**config.mk**
```make
export PLATFORM = sky130hd
export DESIGN_NAME = ipv4_header_classifier_stats_core
export DESIGN_NICKNAME = d
export VERILOG_FILES = /design/src/ihcs_pkg.sv /design/src/ipv4_header_classifier_stats_core.sv
export VERILOG_INCLUDE_DIRS = /design/src /design/src/src
export SDC_FILE = /design/constraint.sdc
export NUM_CORES = 1
export LEC_CHECK = 0
export CAP_MARGIN = 20
export CORE_ASPECT_RATIO = 2
export CORE_MARGIN = 2
export CORE_UTILIZATION = 35
export DETAILED_ROUTE_END_ITERATION = 8
export DONT_BUFFER_PORTS = 1
export GPL_ROUTABILITY_DRIVEN = 0
export GPL_TIMING_DRIVEN = 0
export HOLD_SLACK_MARGIN = 0.1
export PLACE_DENSITY = 0.46
export SETUP_SLACK_MARGIN = 0.1
export SLEW_MARGIN = 10
export SYNTH_ARGS = -nofsm -noshare
export SYNTH_HDL_FRONTEND = slang
export SYNTH_SLANG_ARGS = --single-unit
```
**constraint.sdc**
```tcl
create_clock -name clk -period 11.1 [get_ports clk]
set_clock_uncertainty 0.15 [all_clocks]
set_input_delay 0.555 -clock clk [delete_from_list [all_inputs] [get_ports clk]]
set_output_delay 0.555 -clock clk [all_outputs]
set_load 0.01 [all_outputs]
```
**src/ipv4_header_classifier_stats_core_assert.svh**
```systemverilog
// Assertion macros for the IPv4 header classifier core.
// Depends on clk and rst_n being visible in the module that includes it.
`ifndef IPV4_HEADER_CLASSIFIER_STATS_CORE_ASSERT_SVH
`define IPV4_HEADER_CLASSIFIER_STATS_CORE_ASSERT_SVH

`ifndef NO_ASSERTIONS
// Checked outside reset
`define IHCS_ASSERT(label, prop, msg) \
  label: assert property (@(posedge clk) disable iff (!rst_n) prop) else $error(msg);
// Checked on every edge, reset included
`define IHCS_ASSERT_RST(label, prop, msg) \
  label: assert property (@(posedge clk) prop) else $error(msg);
`else
`define IHCS_ASSERT(label, prop, msg)
`define IHCS_ASSERT_RST(label, prop, msg)
`endif

`endif

```
**src/ihcs_pkg.sv**
```systemverilog
// Types and constants for the IPv4 header classifier with statistics counters.
// Used by ipv4_header_classifier_stats_core; depends on nothing.
package ihcs_pkg;

  // Item operations
  typedef enum logic {
    OP_BYTE = 1'b0,
    OP_READ = 1'b1
  } op_t;

  typedef enum logic [2:0] {
    FC_IPV4      = 3'd0,
    FC_IPV6      = 3'd1,
    FC_ARP       = 3'd2,
    FC_FLOW_CTRL = 3'd3,
    FC_MACSEC    = 3'd4,
    FC_OTHER     = 3'd5,
    FC_TRUNCATED = 3'd6
  } frame_class_t;

  typedef enum logic [2:0] {
    PC_ICMP   = 3'd0,
    PC_IGMP   = 3'd1,
    PC_IPIP   = 3'd2,
    PC_TCP    = 3'd3,
    PC_UDP    = 3'd4,
    PC_IPV6   = 3'd5,
    PC_OSPF   = 3'd6,
    PC_OTHER  = 3'd7
  } proto_class_t;

  typedef enum logic [2:0] {
    FK_DONT_FRAG = 3'd0,
    FK_FIRST     = 3'd1,
    FK_MIDDLE    = 3'd2,
    FK_LAST      = 3'd3,
    FK_WHOLE     = 3'd4
  } frag_kind_t;

  typedef enum logic [2:0] {
    LB_160   = 3'd0,
    LB_640   = 3'd1,
    LB_1280  = 3'd2,
    LB_5120  = 3'd3,
    LB_ABOVE = 3'd4,
    LB_ZERO  = 3'd5
  } len_bin_t;

  typedef enum logic [2:0] {
    SK_NORMAL      = 3'd0,
    SK_LOW_DELAY   = 3'd1,
    SK_THROUGHPUT  = 3'd2,
    SK_RELIABILITY = 3'd3,
    SK_COST        = 3'd4,
    SK_MIXED       = 3'd5
  } service_kind_t;

  // Ethertypes
  localparam logic [15:0] ET_IPV4   = 16'h0800;
  localparam logic [15:0] ET_IPV6   = 16'h86DD;
  localparam logic [15:0] ET_ARP    = 16'h0806;
  localparam logic [15:0] ET_FLOW   = 16'h8808;
  localparam logic [15:0] ET_MACSEC = 16'h88E5;

  // IP protocol numbers
  localparam logic [7:0] IPP_ICMP = 8'h01;
  localparam logic [7:0] IPP_IGMP = 8'h02;
  localparam logic [7:0] IPP_IPIP = 8'h04;
  localparam logic [7:0] IPP_TCP  = 8'h06;
  localparam logic [7:0] IPP_UDP  = 8'h11;
  localparam logic [7:0] IPP_IPV6 = 8'h29;
  localparam logic [7:0] IPP_OSPF = 8'h59;

  // Byte positions of captured fields
  localparam logic [5:0] POS_ET_HI  = 6'd12;
  localparam logic [5:0] POS_ET_LO  = 6'd13;
  localparam logic [5:0] POS_VIHL   = 6'd14;
  localparam logic [5:0] POS_TOS    = 6'd15;
  localparam logic [5:0] POS_TL_HI  = 6'd16;
  localparam logic [5:0] POS_TL_LO  = 6'd17;
  localparam logic [5:0] POS_FO_HI  = 6'd20;
  localparam logic [5:0] POS_FO_LO  = 6'd21;
  localparam logic [5:0] POS_PROTO  = 6'd23;
  localparam logic [5:0] POS_MAX    = 6'd63;
  // Last position that still makes a truncated frame (frame of 33 bytes)
  localparam logic [5:0] POS_SHORT_MAX = 6'd32;

  // Flag bits of the flags/offset word
  localparam int FLAG_DF_BIT = 14;
  localparam int FLAG_MF_BIT = 13;

  // Service type
  localparam logic [7:0] TOS_MASK        = 8'h1E;
  localparam logic [7:0] TOS_NORMAL      = 8'h00;
  localparam logic [7:0] TOS_LOW_DELAY   = 8'h10;
  localparam logic [7:0] TOS_THROUGHPUT  = 8'h08;
  localparam logic [7:0] TOS_RELIABILITY = 8'h04;
  localparam logic [7:0] TOS_COST        = 8'h02;

  // Length bin upper bounds
  localparam logic [15:0] LEN_BOUND_0 = 16'd159;
  localparam logic [15:0] LEN_BOUND_1 = 16'd639;
  localparam logic [15:0] LEN_BOUND_2 = 16'd1279;
  localparam logic [15:0] LEN_BOUND_3 = 16'd5119;

  // Statistics counters: protocol counters first, then length-bin counters
  localparam int          NUM_CTRS      = 12;
  localparam logic [3:0]  CTR_LEN_BASE  = 4'd7;
  localparam logic [3:0]  CTR_LAST      = 4'd11;
  localparam int          COUNT_WIDTH_DEF = 32;

endpackage

```
**src/ipv4_header_classifier_stats_core.sv**
```systemverilog
// IPv4 header classifier core: byte-wise Ethernet/IPv4 header capture, frame report
// and twelve wrapping statistics counters. Uses ihcs_pkg and the assertion header.
// An accepted item passes the input register, then the classify logic and the result register.
// Throughput: one item per cycle; the single classify stage between the two registers
// sets this, and it advances whenever the result register is empty or being taken.
// Reset (rst_n, synchronous, active low): both stages empty, byte position, captured
// header fields and all statistics counters cleared.
`include "ipv4_header_classifier_stats_core_assert.svh"

module ipv4_header_classifier_stats_core #(
  parameter int COUNT_WIDTH = ihcs_pkg::COUNT_WIDTH_DEF
) (
  input  logic        clk,
  input  logic        rst_n,
  // input channel
  input  logic        in_valid,
  output logic        in_stall,
  input  logic        in_op,
  input  logic [7:0]  in_data_byte,
  input  logic        in_frame_end,
  input  logic [3:0]  in_counter_select,
  // result channel
  output logic        out_valid,
  input  logic        out_stall,
  output logic [2:0]  out_frame_class,
  output logic [2:0]  out_proto_class,
  output logic [5:0]  out_header_bytes,
  output logic [15:0] out_payload_len,
  output logic [2:0]  out_fragment_kind,
  output logic [15:0] out_first_data_byte,
  output logic [16:0] out_last_data_byte,
  output logic [2:0]  out_length_bin,
  output logic [2:0]  out_precedence,
  output logic [2:0]  out_service_kind,
  output logic [31:0] out_counter_value
);

  // Input register stage
  logic       s1_valid_r;
  logic       s1_op_r;
  logic [7:0] s1_byte_r;
  logic       s1_end_r;
  logic [3:0] s1_sel_r;
  logic       adv;

  // Frame parse state
  logic [5:0]  pos_r;
  logic [5:0]  pos_nxt;
  logic [15:0] ether_type_r;
  logic [7:0]  vihl_r;
  logic [7:0]  tos_r;
  logic [15:0] total_len_r;
  logic [15:0] flags_off_r;
  logic [7:0]  proto_r;

  // Statistics counters
  logic [COUNT_WIDTH-1:0] cnt_r   [ihcs_pkg::NUM_CTRS];
  logic [COUNT_WIDTH-1:0] cnt_nxt [ihcs_pkg::NUM_CTRS];

  // Classification results
  logic [2:0]  frame_class;
  logic [2:0]  proto_class;
  logic [5:0]  hdr_bytes;
  logic [15:0] payload;
  logic [15:0] offset;
  logic [16:0] last_byte;
  logic [2:0]  frag_kind;
  logic [2:0]  len_bin;
  logic [2:0]  svc_kind;
  logic [7:0]  tos_masked;
  logic        is_byte;
  logic        is_read;
  logic        frame_done;
  logic        short_frame;
  logic        ipv4_done;
  logic        has_result;
  logic [31:0] read_value;

  // Result register
  logic        out_valid_r;
  logic [2:0]  frame_class_r;
  logic [2:0]  proto_class_r;
  logic [5:0]  hdr_bytes_r;
  logic [15:0] payload_r;
  logic [2:0]  frag_kind_r;
  logic [15:0] first_byte_r;
  logic [16:0] last_byte_r;
  logic [2:0]  len_bin_r;
  logic [2:0]  prec_r;
  logic [2:0]  svc_kind_r;
  logic [31:0] cnt_value_r;

  // Advance the held item when the result register is free or being taken
  assign adv      = s1_valid_r && (!out_valid_r || !out_stall);
  assign in_stall = s1_valid_r && !adv;

  // Load the input register
  always_ff @(posedge clk) begin
    if (!rst_n) begin
      s1_valid_r <= 1'b0;
    end else if (!in_stall) begin
      s1_valid_r <= in_valid;
    end
  end

  always_ff @(posedge clk) begin
    if (!in_stall) begin
      s1_op_r   <= in_op;
      s1_byte_r <= in_data_byte;
      s1_end_r  <= in_frame_end;
      s1_sel_r  <= in_counter_select;
    end
  end

  assign is_byte     = (s1_op_r == ihcs_pkg::OP_BYTE);
  assign is_read     = (s1_op_r == ihcs_pkg::OP_READ);
  assign frame_done  = is_byte && s1_end_r;
  assign short_frame = (pos_r <= ihcs_pkg::POS_SHORT_MAX);
  assign ipv4_done   = frame_done && !short_frame && (frame_class == ihcs_pkg::FC_IPV4);
  assign has_result  = is_read || frame_done;

  // Advance the byte position: saturate, restart after frame end
  always_comb begin
    pos_nxt = pos_r;
    if (frame_done) begin
      pos_nxt = '0;
    end else if (is_byte && pos_r != ihcs_pkg::POS_MAX) begin
      pos_nxt = pos_r + 6'd1;
    end
  end

  always_ff @(posedge clk) begin
    if (!rst_n) begin
      pos_r <= '0;
    end else if (adv) begin
      pos_r <= pos_nxt;
    end
  end

  // Capture header bytes at their positions
  always_ff @(posedge clk) begin
    if (!rst_n) begin
      ether_type_r <= '0;
      vihl_r       <= '0;
      tos_r        <= '0;
      total_len_r  <= '0;
      flags_off_r  <= '0;
      proto_r      <= '0;
    end else if (adv && is_byte) begin
      case (pos_r)
        ihcs_pkg::POS_ET_HI: ether_type_r[15:8] <= s1_byte_r;
        ihcs_pkg::POS_ET_LO: ether_type_r[7:0]  <= s1_byte_r;
        ihcs_pkg::POS_VIHL:  vihl_r             <= s1_byte_r;
        ihcs_pkg::POS_TOS:   tos_r              <= s1_byte_r;
        ihcs_pkg::POS_TL_HI: total_len_r[15:8]  <= s1_byte_r;
        ihcs_pkg::POS_TL_LO: total_len_r[7:0]   <= s1_byte_r;
        ihcs_pkg::POS_FO_HI: flags_off_r[15:8]  <= s1_byte_r;
        ihcs_pkg::POS_FO_LO: flags_off_r[7:0]   <= s1_byte_r;
        ihcs_pkg::POS_PROTO: proto_r            <= s1_byte_r;
        default: ;
      endcase
    end
  end

  // Classify the ethertype
  always_comb begin
    unique case (ether_type_r)
      ihcs_pkg::ET_IPV4:   frame_class = ihcs_pkg::FC_IPV4;
      ihcs_pkg::ET_IPV6:   frame_class = ihcs_pkg::FC_IPV6;
      ihcs_pkg::ET_ARP:    frame_class = ihcs_pkg::FC_ARP;
      ihcs_pkg::ET_FLOW:   frame_class = ihcs_pkg::FC_FLOW_CTRL;
      ihcs_pkg::ET_MACSEC: frame_class = ihcs_pkg::FC_MACSEC;
      default:             frame_class = ihcs_pkg::FC_OTHER;
    endcase
  end

  // Classify the upper protocol
  always_comb begin
    unique case (proto_r)
      ihcs_pkg::IPP_ICMP: proto_class = ihcs_pkg::PC_ICMP;
      ihcs_pkg::IPP_IGMP: proto_class = ihcs_pkg::PC_IGMP;
      ihcs_pkg::IPP_IPIP: proto_class = ihcs_pkg::PC_IPIP;
      ihcs_pkg::IPP_TCP:  proto_class = ihcs_pkg::PC_TCP;
      ihcs_pkg::IPP_UDP:  proto_class = ihcs_pkg::PC_UDP;
      ihcs_pkg::IPP_IPV6: proto_class = ihcs_pkg::PC_IPV6;
      ihcs_pkg::IPP_OSPF: proto_class = ihcs_pkg::PC_OSPF;
      default:            proto_class = ihcs_pkg::PC_OTHER;
    endcase
  end

  // Header and payload lengths, data byte range
  assign hdr_bytes = {vihl_r[3:0], 2'b00};
  assign payload   = (total_len_r > {10'd0, hdr_bytes}) ?
                     (total_len_r - {10'd0, hdr_bytes}) : 16'd0;
  assign offset    = {flags_off_r[12:0], 3'b000};
  assign last_byte = {1'b0, offset} + {1'b0, payload};

  // Fragment position
  always_comb begin
    priority if (flags_off_r[ihcs_pkg::FLAG_DF_BIT]) begin
      frag_kind = ihcs_pkg::FK_DONT_FRAG;
    end else if (flags_off_r[ihcs_pkg::FLAG_MF_BIT]) begin
      frag_kind = (offset == 16'd0) ? ihcs_pkg::FK_FIRST : ihcs_pkg::FK_MIDDLE;
    end else begin
      frag_kind = (offset == 16'd0) ? ihcs_pkg::FK_WHOLE : ihcs_pkg::FK_LAST;
    end
  end

  // Length bin of the total length
  always_comb begin
    priority if (total_len_r == 16'd0) begin
      len_bin = ihcs_pkg::LB_ZERO;
    end else if (total_len_r <= ihcs_pkg::LEN_BOUND_0) begin
      len_bin = ihcs_pkg::LB_160;
    end else if (total_len_r <= ihcs_pkg::LEN_BOUND_1) begin
      len_bin = ihcs_pkg::LB_640;
    end else if (total_len_r <= ihcs_pkg::LEN_BOUND_2) begin
      len_bin = ihcs_pkg::LB_1280;
    end else if (total_len_r <= ihcs_pkg::LEN_BOUND_3) begin
      len_bin = ihcs_pkg::LB_5120;
    end else begin
      len_bin = ihcs_pkg::LB_ABOVE;
    end
  end

  // Service type
  assign tos_masked = tos_r & ihcs_pkg::TOS_MASK;

  always_comb begin
    unique case (tos_masked)
      ihcs_pkg::TOS_NORMAL:      svc_kind = ihcs_pkg::SK_NORMAL;
      ihcs_pkg::TOS_LOW_DELAY:   svc_kind = ihcs_pkg::SK_LOW_DELAY;
      ihcs_pkg::TOS_THROUGHPUT:  svc_kind = ihcs_pkg::SK_THROUGHPUT;
      ihcs_pkg::TOS_RELIABILITY: svc_kind = ihcs_pkg::SK_RELIABILITY;
      ihcs_pkg::TOS_COST:        svc_kind = ihcs_pkg::SK_COST;
      default:                   svc_kind = ihcs_pkg::SK_MIXED;
    endcase
  end

  // Bump the protocol and length-bin counters of a finished IPv4 frame
  always_comb begin
    for (int i = 0; i < ihcs_pkg::NUM_CTRS; i++) begin
      cnt_nxt[i] = cnt_r[i];
      if (ipv4_done &&
          ((proto_class != ihcs_pkg::PC_OTHER && {1'b0, proto_class} == 4'(i)) ||
           (len_bin != ihcs_pkg::LB_ZERO &&
            ihcs_pkg::CTR_LEN_BASE + {1'b0, len_bin} == 4'(i)))) begin
        cnt_nxt[i] = cnt_r[i] + COUNT_WIDTH'(1);
      end
    end
  end

  always_ff @(posedge clk) begin
    if (!rst_n) begin
      for (int i = 0; i < ihcs_pkg::NUM_CTRS; i++) begin
        cnt_r[i] <= '0;
      end
    end else if (adv) begin
      for (int i = 0; i < ihcs_pkg::NUM_CTRS; i++) begin
        cnt_r[i] <= cnt_nxt[i];
      end
    end
  end

  // Select one counter for a read; unused selects read zero
  assign read_value = (s1_sel_r <= ihcs_pkg::CTR_LAST) ? 32'(cnt_r[s1_sel_r]) : 32'd0;

  // Result valid
  always_ff @(posedge clk) begin
    if (!rst_n) begin
      out_valid_r <= 1'b0;
    end else if (adv) begin
      out_valid_r <= has_result;
    end else if (!out_stall) begin
      out_valid_r <= 1'b0;
    end
  end

  // Result payload: zero everything but the fields that apply
  always_ff @(posedge clk) begin
    if (adv) begin
      frame_class_r <= ihcs_pkg::FC_IPV4;
      proto_class_r <= '0;
      hdr_bytes_r   <= '0;
      payload_r     <= '0;
      frag_kind_r   <= '0;
      first_byte_r  <= '0;
      last_byte_r   <= '0;
      len_bin_r     <= '0;
      prec_r        <= '0;
      svc_kind_r    <= '0;
      cnt_value_r   <= '0;
      if (is_read) begin
        cnt_value_r <= read_value;
      end else if (short_frame) begin
        frame_class_r <= ihcs_pkg::FC_TRUNCATED;
      end else begin
        frame_class_r <= frame_class;
        if (frame_class == ihcs_pkg::FC_IPV4) begin
          proto_class_r <= proto_class;
          hdr_bytes_r   <= hdr_bytes;
          payload_r     <= payload;
          frag_kind_r   <= frag_kind;
          first_byte_r  <= offset;
          last_byte_r   <= last_byte;
          len_bin_r     <= len_bin;
          prec_r        <= tos_r[7:5];
          svc_kind_r    <= svc_kind;
        end
      end
    end
  end

  assign out_valid           = out_valid_r;
  assign out_frame_class     = frame_class_r;
  assign out_proto_class     = proto_class_r;
  assign out_header_bytes    = hdr_bytes_r;
  assign out_payload_len     = payload_r;
  assign out_fragment_kind   = frag_kind_r;
  assign out_first_data_byte = first_byte_r;
  assign out_last_data_byte  = last_byte_r;
  assign out_length_bin      = len_bin_r;
  assign out_precedence      = prec_r;
  assign out_service_kind    = svc_kind_r;
  assign out_counter_value   = cnt_value_r;

  // Checks
  `IHCS_ASSERT_RST(a_reset_empty, !rst_n |=> !out_valid_r, "result valid after reset")
  `IHCS_ASSERT(a_pos_restart, adv && frame_done |=> pos_r == 6'd0, "position not restarted")
  `IHCS_ASSERT(a_read_keeps_pos, adv && is_read |=> pos_r == $past(pos_r), "read moved position")
  `IHCS_ASSERT(a_non_ipv4_zero, out_valid_r && frame_class_r != ihcs_pkg::FC_IPV4 |-> (proto_class_r == 3'd0 && hdr_bytes_r == 6'd0 && payload_r == 16'd0 && cnt_value_r == 32'd0), "non-IPv4 fields set")
  `IHCS_ASSERT(a_range_sum, out_valid_r |-> last_byte_r == {1'b0, first_byte_r} + {1'b0, payload_r}, "data byte range mismatch")

endmodule

```
# == Word-level counts from Yosys, hierarchy flattened ==
# Memory sizes are Yosys's and may differ from the RTL's. A register that Yosys moved wholly into a read port is not among the register bits.
# Cells that the tools add are included.
# classes
n_reduce_logical,75
eq_ne,47
n_lt_le_gt_ge,7
n_addsub,16
n_mux,45
bitwise,14
# op_table
operator,count
2-to-1 mux 32 bit,24
adder 32 x 1 -> 32 bit (second input constant),12
equality test 16 bit (second input constant),3
logical AND 1 bit,39
equality test 16 x 12 -> 1 bit (second input constant),2
logical NOT 16 bit,2
equality test 6 x 5 -> 1 bit (second input constant),5
case mux 3 bit (5 select lines),2
equality test 6 x 4 -> 1 bit (second input constant),4
2-to-1 mux 3 bit,8
AND reduction 2 bit,11
case mux 3 bit (7 select lines),1
equality test 4 x 3 -> 1 bit (second input constant),5
equality test 4 bit (second input constant),5
adder 16 x 16 -> 17 bit,1
equality test 8 x 3 -> 1 bit (second input constant),2
> comparator 16 x 6 -> 1 bit,1
<= comparator 16 x 10 -> 1 bit (second input constant),1
<= comparator 16 x 11 -> 1 bit (second input constant),1
<= comparator 16 x 13 -> 1 bit (second input constant),1
<= comparator 16 x 8 -> 1 bit (second input constant),1
2-to-1 mux 16 bit,1
subtractor 16 x 6 -> 16 bit,1
equality test 3 bit (second input constant),4
other kinds (30),67
# word_totals
ramBits,384
elab_cells,234
regBits,162
memories,1
output_inout_bits,107
inputBits,18
# memory_table
memory,words,word_bits,rd,rd_ports_with_merged_regs,write_ports,line_no,source
cnt_r,12,32,13,1,12,ipv4_header_classifier_stats_core.sv:57,logic [COUNT_WIDTH-1:0] cnt_r [ihcs_pkg::NUM_CTRS];

# == Longest topological paths before layout ==
# logic_depth
ltp_word,13
ltp_mapped,18
depth_no_buf,17

# == Worst setup path after synthesis ==
# OpenSTA, ideal clock, no wires.
# synth_path
kind,reg2reg
start,reg ether_type_r[8] (netlist name)
end,mem cnt_r[3][0] (netlist name) (enable)
synth_period_minus_slack_ps,4815
setup_slack_ps,6285
t_required_ps,10480
path_stages_with_launch,7
arrival_ps,4195
path_buffers,0
setup_ps,470
cell_sequence,dfxtp_1 > or4b_4 > nor4_4 > nand3_2 > nor3_1 > nand2_1 > o31ai_1
# synth_lines
element,line_no
"end, declared",ipv4_header_classifier_stats_core.sv:57

# == Worst setup path after layout ==
# layout_path
start,reg vihl_r[2]
end,reg last_byte_r[14] (netlist: out_last_data_byte[14]) (data pin)
# layout_via
elab_chain_cells,3
word_cells_on_any_way,4
classes_between,add/sub (2); order compare (1); mux (1)
# layout_lines
element,line_no,source
"start, declared",ipv4_header_classifier_stats_core.sv:50,logic [7:0] vihl_r;
"start signal, assigned",ipv4_header_classifier_stats_core.sv:153,ihcs_pkg::POS_VIHL: vihl_r <= s1_byte_r;
subtractor 16 x 6 -> 16 bit or > comparator 16 x 6 -> 1 bit (tied branches),"ipv4_header_classifier_stats_core.sv:194, ipv4_header_classifier_stats_core.sv:193",
2-to-1 mux 16 bit *,ipv4_header_classifier_stats_core.sv:193,"assign payload = (total_len_r > {10'd0, hdr_bytes}) ?"
net payload[5],ipv4_header_classifier_stats_core.sv:64,logic [15:0] payload;
adder 16 x 16 -> 17 bit *,ipv4_header_classifier_stats_core.sv:196,"assign last_byte = {1'b0, offset} + {1'b0, payload};"
"end signal, assigned",ipv4_header_classifier_stats_core.sv:305,last_byte_r <= last_byte;
"end, declared",ipv4_header_classifier_stats_core.sv:87,logic [16:0] last_byte_r;
# The timed path passes the listed nets; every way through them passes the cells marked *.
# A chain may end at the register's enable or synchronous reset.

==> impl_metrics.prom <==
# TYPE chip_impl_metric gauge
chip_impl_info{name="run_status",value="completed"} 1
chip_impl_metric{name="fill_cells",unit=""} 8747
chip_impl_metric{name="finalWirelength",unit="um"} 105000
chip_impl_metric{name="drtAntennaViolNets",unit=""} 0
chip_impl_metric{name="share_of_synthesized_area_occupied_by_flip_flops_and_latches",unit="%"} 51.9
chip_impl_metric{name="share_of_synthesized_flip_flops_with_an_asynchronous_set_or_reset",unit="%"} 0
chip_impl_metric{name="num_io_pins",unit=""} 125
chip_impl_metric{name="slew_headroom",unit="%"} 22.3
chip_impl_metric{name="floorplan.die.width",unit="um"} 216
chip_impl_metric{name="coreArea",unit="um2"} 89200
chip_impl_metric{name="drcViolationCount",unit=""} 0
chip_impl_metric{name="layout_area_growth_over_synthesis",unit="%"} 13.2
chip_impl_info{name="cts.root.buffer_cell",value="clkbuf_16"} 1
chip_impl_metric{name="clock-sinks",unit=""} 569
chip_impl_metric{name="finish.cell_count_without_fillers",unit=""} 4210
chip_impl_metric{name="finalCriticalPeriod",unit="ns"} 5.26
chip_impl_metric{name="first_global_vias",unit=""} 24100
chip_impl_metric{name="share_of_cells_above_drive_strength_1",unit="%"} 9.07
chip_impl_metric{name="detailedRoute.firstPassIterationCount",unit=""} 7
chip_impl_metric{name="io_buffer_count",unit=""} 0
chip_impl_metric{name="clk-insertion-delay-late",unit="ns"} 0.64
chip_impl_metric{name="finalNetCount",unit=""} 3039
chip_impl_metric{name="flop_and_latch_count_out_of_synthesis",unit=""} 569
chip_impl_metric{name="htree_num_levels",unit=""} 2
chip_impl_metric{name="gr-total-overflow",unit=""} 0
chip_impl_metric{name="floorplan.die.height",unit="um"} 428
chip_impl_metric{name="dpl-instance-area",unit="um2"} 33700
chip_impl_metric{name="final.hold.worst_slack",unit="ns"} 0.223
chip_impl_metric{name="grt_antenna_before_repair",unit=""} 1
chip_impl_info{name="worstSetupStartpointType",value="flop"} 1
chip_impl_metric{name="synth_cell_type_count",unit=""} 66
chip_impl_metric{name="antenna_cells",unit=""} 0
chip_impl_metric{name="power.static_leakage",unit="nW"} 11.5
chip_impl_metric{name="vdd_ir_drop_max",unit="mV"} 0.125
chip_impl_info{name="flip_flop_cell_with_the_highest_count_after_synthesis",value="edfxtp_1"} 1
chip_impl_metric{name="f_max",unit="MHz"} 190
chip_impl_metric{name="worst-endpoint-arrival",unit="ns"} 5.51
chip_impl_metric{name="cells_after_synthesis",unit=""} 2876
chip_impl_metric{name="power-per-cell-area",unit="nW/um2"} 137
chip_impl_metric{name="slew_viol_final",unit=""} 0
chip_impl_metric{name="synth.cell_area",unit="um2"} 31500
chip_impl_metric{name="place_inst",unit=""} 4088
chip_impl_metric{name="route.vias.total",unit=""} 22900
chip_impl_metric{name="cap_viol_max_count",unit=""} 0
chip_impl_metric{name="cts.clk_slew.worst_paths",unit="ns"} 0.07
chip_impl_metric{name="yosys_warnings",unit=""} 0
chip_impl_metric{name="power.total",unit="W"} 0.00490
chip_impl_info{name="setup.worst_path.end_class",value="flop"} 1
chip_impl_metric{name="detail_route.iter0.violations",unit=""} 1407
chip_impl_metric{name="timing.critical_path.fanout_max",unit=""} 10
chip_impl_metric{name="cts-root-to-sink-buffers",unit=""} 3
chip_impl_metric{name="post_drt_via_cell_ratio",unit=""} 5.44
chip_impl_metric{name="worst_ep_required_time",unit="ns"} 11.35
chip_impl_metric{name="die_area",unit="um2"} 92600
chip_impl_metric{name="rows",unit=""} 155
chip_impl_info{name="cts_tree",value="done"} 1
chip_impl_metric{name="synth_enable_flop_cells",unit=""} 495
chip_impl_info{name="crit_type",value="flop to flop"} 1
chip_impl_metric{name="tightestPinTransition",unit="ns"} 1.16
chip_impl_metric{name="cts-buffers-inserted",unit=""} 57
chip_impl_metric{name="initial_core_util",unit="%"} 35.3
chip_impl_metric{name="min_period_over_period",unit="%"} 47.4
chip_impl_metric{name="global_route.usage.total",unit="%"} 22.4
chip_impl_info{name="path_category_of_the_worst_min_delay_check",value="primary input to flop"} 1
chip_impl_metric{name="post_synth.cell_area_avg",unit="um2"} 11.0
chip_impl_metric{name="post_cts_resize_count",unit=""} 0
chip_impl_metric{name="setup_viol",unit=""} 0
chip_impl_metric{name="wire_per_inst",unit="um"} 24.8
chip_impl_metric{name="setup-tns-final",unit="ns"} 0
chip_impl_metric{name="placed_wire_length_estimate_after_detailed_placement",unit="um"} 83400
chip_impl_metric{name="grt_start_max_net_pins",unit=""} 61
chip_impl_info{name="grt_setup_unrepaired",value="no"} 1
chip_impl_metric{name="grt_pass1_wl",unit="um"} 153000
chip_impl_metric{name="finalInstanceArea",unit="um2"} 35700
chip_impl_metric{name="final-hold-violation-count",unit=""} 0
power by group:
| group | internal [W] | leakage, nW | total (W) | switching (W) |
|---|---|---|---|---|
| logic | 0.000156 | 5.05 | 0.000379 | 0.000222 |
| clock network | 0.00108 | 0.903 | 0.00198 | 0.000900 |
| registers | 0.00242 | 5.58 | 0.00254 | 0.000116 |
placed cells by master (no fill, tap or decap), drive strengths merged, types with 4 or more instances in the layout:
cell	instances
nor3	48
nand2b	7
or2	5
conb	5
inv	75
a21boi	66
mux2i	48
mux4	96
edfxtp	495
nor2	384
clkbuf	172
nand3	214
and3	67
ha	33
clkinv	20
xnor2	109
o22ai	32
or3	61
nand4	89
a21oi	50
nor4	30
dlygate4sd3	16
xor2	225
o21a	6
and4	35
nor2b	31
and2	117
o21ai	75
o31ai	4
a211oi	4
nand2	224
buf	74
dfxtp	74
Yosys cell counts, types with 47 or more instances:
cell type | number | area, um2
nor3_1 | 47 | 235
mux4_2 | 96 | 2160
nor2_1 | 384 | 1440
nand2_1 | 224 | 841
nand4_1 | 89 | 557
inv_1 | 67 | 251
and2_1 | 114 | 713
nand3_1 | 213 | 1070
and3_1 | 67 | 419
mux2i_1 | 48 | 480
xnor2_1 | 109 | 955
xor2_1 | 225 | 1970
a21boi_0 | 64 | 480
a21oi_1 | 50 | 250
edfxtp_1 | 495 | 14900
o21ai_0 | 75 | 375
clkbuf_1 | 98 | 368
dfxtp_1 | 74 | 1480
or3_1 | 61 | 382
registers in the layout, indices dropped and copies added, names as in the netlist, 13 cells and up:
| signal | flops |
|---|---|
| out_counter_value | 32 |
| ether_type_r | 16 |
| total_len_r | 16 |
| out_last_data_byte | 14 |
| out_first_data_byte | 13 |
| out_payload_len | 16 |
| cnt_r | 384 |
| flags_off_r | 15 |
worst max-delay path, cell delays in order, from the launching register on:
cell	delay (ns)
dfxtp_1	0.41
inv_1	0.09
ha_1	0.35
nor2b_1	0.15
o21ai_0	0.43
nand2_1	0.18
a21boi_1	0.38
clkbuf_1	0.40
nor2_1	0.14
ha_1	0.34
o21a_1	0.20
a2111oi_0	0.75
o31ai_1	0.30
o311ai_1	0.48
xor2_1	0.23
nor2_1	0.05
per-layer routing:
layer	GRT usage (%)	part of all wire (%)
met5	0	0
met4	14.3	7.3
met3	2.75	3.4
met2	46.2	58
met1	19.6	31
cell families after synthesis:
kind of cell	share of synthesized area [%]
and+or+nand+nor	21.0
DFF	51.9
muxes	8.39
other	0.0119
AOI/OAI and AO/OA	5.19
buffers and inverters	2.72
adders and majority gates	1.47
xor gates and xnor gates	9.29
final timing paths:
| check | from | endpoint | slack [ns] | depth (start not counted) |
|---|---|---|---|---|
| setup / recovery | vihl_r[2] | out_last_data_byte[14] | 5.84 | 15 |
| hold / removal | rst_n | ether_type_r[7] | 0.22 | 2 |
| setup reg to reg | vihl_r[2] | out_last_data_byte[14] | 5.84 | 15 |
| hold reg to reg | tos_r[5] | tos_r[5] | 0.33 | 2 |
timing repair:
item | CTS | global route
hold buffers | 16 | 0
endpoints found under the hold margin | 16 | 0
setup buffers | 0 | 0
layout make-up:
class | count | area, um2 | area share (%)
Clock inverter | 32 | 246 | 0.691
Tap cell | 1177 | 1470 | 4.13
Buffer | 141 | 611 | 1.71
Clock buffer | 74 | 1590 | 4.44
Sequential cell | 569 | 16300 | 45.8
Timing Repair Buffer | 47 | 648 | 1.82
Inverter | 67 | 251 | 0.705
Multi-Input combinational cell | 2103 | 14500 | 40.7
through the flow:
| stage | setup slack [ns] | utilization, % |
|---|---|---|
| floorplan | 6.29 | - |
| global placement | 2.84 | 37.0 |
| detailed placement | 5.85 | 37.7 |
| CTS | 5.82 | 40.0 |
| global route | 5.50 | 40.0 |
| finish | 5.84 | 40.0 |
Power figures use the tool's default switching activity.
